### config.mk
export PLATFORM = sky130hd
export DESIGN_NAME = cpc_cordic_stage
export DESIGN_NICKNAME = d
export VERILOG_FILES = /design/src/hw/rtl/assert_macros.svh /design/src/hw/rtl/cpc_pkg.sv /design/src/hw/rtl/cpc_cordic_stage.sv
export SDC_FILE = /design/constraint.sdc
export NUM_CORES = 1
export LEC_CHECK = 0
export BUFFER_PORTS_ARGS = -buffer_cell sky130_fd_sc_hd__buf_4
export CAP_MARGIN = 5
export CELL_PAD_IN_SITES_DETAIL_PLACEMENT = 2
export CELL_PAD_IN_SITES_GLOBAL_PLACEMENT = 2
export CORE_MARGIN = 2
export CORE_UTILIZATION = 34
export CTS_BUF_LIST = sky130_fd_sc_hd__clkbuf_4 sky130_fd_sc_hd__clkbuf_8
export DETAILED_ROUTE_END_ITERATION = 8
export HOLD_SLACK_MARGIN = 0.02
export PLACE_DENSITY_LB_ADDON = 0.1
export SLEW_MARGIN = 30
export SYNTH_ARGS = -nofsm -noshare
export SYNTH_HDL_FRONTEND = slang
export SYNTH_SLANG_ARGS = --single-unit
### constraint.sdc
create_clock -name clock -period 3.4 [get_ports clock]
set_clock_uncertainty 0.1 [all_clocks]
set_input_delay 0.17 -clock clock [delete_from_list [all_inputs] [get_ports clock]]
set_output_delay 0.17 -clock clock [all_outputs]
set_load 0.005 [all_outputs]
### src/hw/rtl/assert_macros.svh
// ----------------------------------------------------------------------------
// Assertion macros
// Shared concurrent assertion forms, empty when synthesizing.
// ----------------------------------------------------------------------------
`ifndef ASSERT_MACROS_SVH
`define ASSERT_MACROS_SVH

`ifndef SYNTHESIS

`define ASSERT_PROP(lbl, clk, rst, prop) \
   lbl: assert property (@(posedge clk) disable iff (rst) (prop)) \
      else $error("property violated");

`define ASSERT_NEVER(lbl, clk, rst, cond) \
   lbl: assert property (@(posedge clk) disable iff (rst) !(cond)) \
      else $error("forbidden condition seen");

`else

`define ASSERT_PROP(lbl, clk, rst, prop)

`define ASSERT_NEVER(lbl, clk, rst, cond)

`endif

`endif

### src/hw/rtl/cpc_pkg.sv
// ----------------------------------------------------------------------------
// Cartesian / polar converter package
// Shared constants, the arctangent table and the control types.
// ----------------------------------------------------------------------------
`default_nettype none

package cpc_pkg;

   localparam int DATA_WIDTH_DEF = 16;
   localparam int ITERATIONS_DEF = 16;
   localparam int GUARD          = 24;
   localparam int ATAN_LEN       = 32;

   localparam logic [31:0] KINV = 32'd2608131496;

   localparam logic [31:0] ATAN_TAB [ATAN_LEN] = '{
      32'h20000000, 32'h12E4051E, 32'h09FB385B, 32'h051111D4, 32'h028B0D43,
      32'h0145D7E1, 32'h00A2F61E, 32'h00517C55, 32'h0028BE53, 32'h00145F2F,
      32'h000A2F98, 32'h000517CC, 32'h00028BE6, 32'h000145F3, 32'h0000A2FA,
      32'h0000517D, 32'h000028BE, 32'h0000145F, 32'h00000A30, 32'h00000518,
      32'h0000028C, 32'h00000146, 32'h000000A3, 32'h00000051, 32'h00000029,
      32'h00000014, 32'h0000000A, 32'h00000005, 32'h00000003, 32'h00000001,
      32'h00000001, 32'h00000000
   };

   typedef enum logic {
      OP_TO_POLAR = 1'b0,
      OP_TO_CART  = 1'b1
   } op_type;

   typedef struct packed {
      op_type op;
      logic   zero;
   } ctl_type;

endpackage

`default_nettype wire

### src/hw/rtl/cpc_cordic_stage.sv
// ----------------------------------------------------------------------------
// CORDIC micro-rotation stage
// One registered shift-and-add rotation step, shared by both conversions.
// ----------------------------------------------------------------------------
`default_nettype none

module cpc_cordic_stage
   import cpc_pkg::*;
#(
   parameter int XW    = 43,
   parameter int STAGE = 0
) (
   input  wire logic                 clock,
   input  wire logic                 reset,
   input  wire logic                 enable,
   input  wire logic                 in_valid,
   input  wire ctl_type              in_ctl,
   input  wire logic signed [XW-1:0] in_x,
   input  wire logic signed [XW-1:0] in_y,
   input  wire logic        [31:0]   in_z,
   output logic                      out_valid,
   output ctl_type                   out_ctl,
   output logic signed [XW-1:0]      out_x,
   output logic signed [XW-1:0]      out_y,
   output logic        [31:0]        out_z
);

   localparam logic [31:0] ATAN = ATAN_TAB[STAGE];

   logic                 valid_ff;
   ctl_type              ctl_ff;
   logic signed [XW-1:0] x_ff, x_in;
   logic signed [XW-1:0] y_ff, y_in;
   logic        [31:0]   z_ff, z_in;
   logic signed [XW-1:0] dx, dy;
   logic                 ccw;

   // Rotation drives the angle toward zero, vectoring drives y toward zero.
   always_comb begin
      dx  = in_y >>> STAGE;
      dy  = in_x >>> STAGE;
      ccw = (in_ctl.op == OP_TO_CART) ? ~in_z[31] : in_y[XW-1];
      if (ccw) begin
         x_in = in_x - dx;
         y_in = in_y + dy;
         z_in = in_z - ATAN;
      end else begin
         x_in = in_x + dx;
         y_in = in_y - dy;
         z_in = in_z + ATAN;
      end
   end

   always_ff @(posedge clock) begin
      if (reset) begin
         valid_ff <= 1'b0;
      end else if (enable) begin
         valid_ff <= in_valid;
      end
   end

   always_ff @(posedge clock) begin
      if (enable) begin
         ctl_ff <= in_ctl;
         x_ff   <= x_in;
         y_ff   <= y_in;
         z_ff   <= z_in;
      end
   end

   assign out_valid = valid_ff;
   assign out_ctl   = ctl_ff;
   assign out_x     = x_ff;
   assign out_y     = y_ff;
   assign out_z     = z_ff;

endmodule

`default_nettype wire

# Yosys cells after proc, flatten, opt, wreduce, memory -nomap -nowiden
# Cells that the tools add are included.
[classes] n_reduce_logical=0 mul=0 shifts=0 mux=4 n_eq_ne=0 bitwise=1 addsub=5 magnitude_cmp=0 div_mod_pow=0
[op_table] operator="2-to-1 mux 43 bit" count=2
[op_table] operator="subtractor 43 bit" count=2
[op_table] operator="adder 43 bit" count=1
[op_table] operator="adder 32 x 30 -> 32 bit, second input constant" count=1
[op_table] operator="2-to-1 mux 32 bit" count=1
[op_table] operator="subtractor 32 x 30 -> 32 bit, second input constant" count=1
[op_table] operator="2-to-1 mux 1 bit" count=1
[op_table] operator="NOT 1 bit" count=1
[totals] elab_cells=16 input_bits=124 ram_bits=0 regBits=121 n_memories=0 output_inout_bits=121 mem_bits_ro=0 latchBits=0

# Depth between registers and ports, before layout
[depth] word_depth=3 ltp_mapped=13 depth_no_buf=12

# Worst setup path after synthesis
# Ideal clock, no wire load.
[synth_timing] kind="input to register" startpoint="in in_x[0]" endpoint="reg y_ff[32] (netlist: out_y[32]) (data pin)" n_path_buf=0 slack_ps=673 path_stages=11 required_ps=3030 setup_time_ps=270 arrival_time_ps=2357 path_cell_list="ha_1 > fa_1 > and2b_1 > o211ai_4 > a2111oi_4 > nor3_2 > o211ai_2 > a2111oi_2 > nor2_1 > nor3_1 > nor4b_2"
[synth_between] elab_chain_cells=2 elab_cells_between_ends=3 cone_classes="add/sub: 2; mux: 1"
[synth_rtl] element="start: declaration" line="cpc_cordic_stage.sv:18" text="input wire logic signed [XW-1:0] in_x,"
[synth_rtl] element="subtractor 43 bit / adder 43 bit (equally long branches)" line="cpc_cordic_stage.sv:49, cpc_cordic_stage.sv:45"
[synth_rtl] element="2-to-1 mux 43 bit (*)" line="cpc_cordic_stage.sv:43" text="if (ccw) begin"
[synth_rtl] element="via y_in[32]" line="cpc_cordic_stage.sv:33" text="logic signed [XW-1:0] y_ff, y_in;"
[synth_rtl] element="end signal: assignment" line="cpc_cordic_stage.sv:66" text="y_ff <= y_in;"
[synth_rtl] element="end: declaration" line="cpc_cordic_stage.sv:33"
# Mark *: on every way through the listed nets, which the timed path passes. The rest lies on a longest branch.
# A chain may end at the register's enable or synchronous reset.

# Final worst setup path
[layout_timing] startpoint="in in_x[4]" endpoint="reg y_ff[41] (netlist: out_y[41]) (data pin)"
# The elaborated chain is that of the path after synthesis.

==> results.py <==
metrics = {
    "run_status": {
        "outcome": "finished, final reports clean",
    },
    "critical_path": {
        "worstPathMaxFanout": 5,
        "path_class": "input port to flop",
        "start_kind": "input port",
        "r2r_slack_ns": 2.06,
        "arrival_ns": 3.42,
        "crit_required_ns": 3.56,
        "critPathCaptureType": "flop",
    },
    "logic_synthesis": {
        "synthTopCellsByArea": "edfxtp_1 (30%), ha_1 (13%), a21oi_1 (7.8%), xnor2_1 (5.6%), inv_1 (4.1%)",
        "syn_area_sq_um": 11800,
        "syn-num-nets": 1629,
        "yosysSeqAreaShare": 0.305,
        "synth.top_cell.area_share": 0.303,
        "yosysMostFrequentCell": "a21oi_1",
        "ys_ff_latch": 120,
        "synthCells": 1375,
        "async_reset_ff_frac": 0,
        "yosysWarnings": 0,
        "ys_types": 82,
        "synth.avg_cell_area_sq_um": 8.58,
        "synth_flop_cell": "edfxtp_1",
        "synth-edff-count": 119,
        "post-synth-top-area-cell": "edfxtp_1",
        "synthTopCellsByCount": "a21oi_1 (183), inv_1 (128), ha_1 (126)",
    },
    "sta": {
        "fmax_ghz": 0.307,
        "hold_ws_ns": 0.0755,
        "tightest_slew_ns": 1.00,
        "period_share": 0.959,
        "period_needed_ns": 3.26,
        "max-slew-margin-rel": 0.333,
        "final_hold_viol_count": 0,
        "drv_slew": 0,
        "rsz0062_at_grt": "no",
        "finalSetupViolations": 0,
        "fin_ws_ns": 0.139,
    },
    "layout": {
        "final_util": 0.466,
        "syn2layout_area_growth_pct": 35.7,
        "nets": 2028,
        "final_area_sq_um": 16000,
        "drive_above_1_share": 0.274,
    },
    "job": {
        "maxCapViolCount": 0,
    },
    "clock_network": {
        "insertion_delay_ns": 0.51,
        "numCtsBuffers": 17,
        "cts_root_buf": "clkbuf_8",
        "cts_tree": "done",
        "cts_sinks": 120,
        "clk_path_buf_depth": 2,
        "ctsHtreeMaxLevel": 4,
        "cts.clk_slew.worst_paths_ns": 0.09,
        "cts_setup_buffers": 0,
    },
    "routing": {
        "drt_iter0_markers": 811,
        "ant_nets": 0,
        "dr.pass1.iters": 5,
        "drc": 0,
        "vias": 12500,
        "via_per_inst": 5.59,
        "finalWirelength_mm": 55.7,
        "wl_per_cell_um": 24.8,
    },
    "global_routing": {
        "grt_max_degree": 81,
        "grt_pass1_wl_mm": 83.9,
        "grt_usage": 0.306,
        "grt_overflow": 0,
        "antenna_found_initial": 1,
        "first_global_vias": 13600,
    },
    "hold_path": {
        "hp-class": "input port to flop",
    },
    "placement": {
        "dpl.hpwl_mm": 43.3,
        "preCtsSetupSlack_ns": -0.310,
        "routabilityCongestion": 0.900,
        "port_buffers": 244,
        "placed_cell_area_sq_um": 15200,
    },
    "floorplanning": {
        "core_sq_um": 34400,
        "die_h_um": 190,
        "rows": 68,
        "io_pins": 245,
        "start_util": 0.343,
        "die-area_sq_um": 36200,
        "die_x_um": 190,
    },
    "power_and_ir_drop": {
        "irDropWorstVdd_mv": 0.254,
        "p_leak_nw": 7.06,
        "power_density_nw_per_um2": 398,
    },
}
flip-flops by register name, indices dropped and copies added (netlist names):
name / count
out_valid: 1
out_ctl: 2
out_y: 42
out_z: 32
out_x: 43
repair_timing:
item,4_1_cts,5_1_grt
endpoints found under the setup margin,0,1
resized for setup,0,2
hold buffers,36,0
hold endpoints to repair,36,0
critical path, stage by stage:
cell	delay, ns
buf_4	0.11
inv_1	0.06
ha_1	0.39
buf_4	0.18
nor4_1	0.27
o21ai_0	0.19
a31oi_1	0.49
o21ai_1	0.26
a211oi_2	0.39
o21ai_2	0.15
nor4b_2	0.39
a211oi_1	0.16
xor2_1	0.20
power by group:
part | internal, W | leakage, nW | total [W] | switching, W
Sequential | 0.00193 | 1.17 | 0.00202 | 0.0000921
Clock | 0.000885 | 0.218 | 0.00163 | 0.000748
Combinational | 0.00118 | 5.67 | 0.00272 | 0.00154
area by class of cell:
type,instances,area (sq um)
clock inverter,14,221
multi-input combinational,1057,7410
fill,3889,18400
inverter,133,500
timing repair buffer,445,3470
sequential,120,3590
tap,455,569
antenna,1,2.50
clock buffer,18,241
placed cells by master, fill, tap and decap left out, types with 17 or more instances in the layout:
cell type / count
a21o_1: 30
a21oi_1: 183
buf_4: 406
clkbuf_8: 17
dlygate4sd3_1: 36
edfxtp_1: 119
ha_1: 125
inv_1: 127
mux2i_1: 17
nand2_1: 68
nand2b_1: 17
nand4_1: 25
nor2_1: 103
nor3_1: 35
o21ai_0: 89
o21bai_1: 27
xnor2_1: 75
layer usage:
metal / GRT usage / share of wire / routed length [um] / up-vias
li1: - / - / - / 5765
met3: 0.0455 / 0.046 / 2570 / 60
met2: 0.528 / 0.48 / 27000 / 386
met1: 0.403 / 0.45 / 25200 / 6331
met4: 0.0736 / 0.017 / 960 / 0
met5: 0 / 0 / 0 / -
final timing paths:
path,from,endpoint,cells after the start
worst max-delay path,in_x[4],out_y[41],13
worst max register to register,out_valid,out_valid,3
worst min-delay path,in_x[0],out_x[0],4
worst min register to register,out_valid,out_valid,3
per-stage QoR:
step                total power [W]  setup TNS (ns)  std cells
global route                0.00667               0       2242
global placement            0.00457          -0.930       2174
detailed placement          0.00465           -2.39       2174
CTS                         0.00633               0       2242
floorplan                   0.00330               0       1375
finish                      0.00638               0       2243
cell families (layout without fill, tap and decap cells):
kind of cell,after synthesis,in the layout,synth area share
buf+inv,198,610,0.0674
simple gates,350,350,0.151
mux,17,17,0.0144
fa+ha+maj,130,130,0.140
xor+xnor,83,83,0.0616
flops,120,120,0.305
compound gates,477,477,0.260
other cells,0,1,0
(Power assumes the default switching activity.)
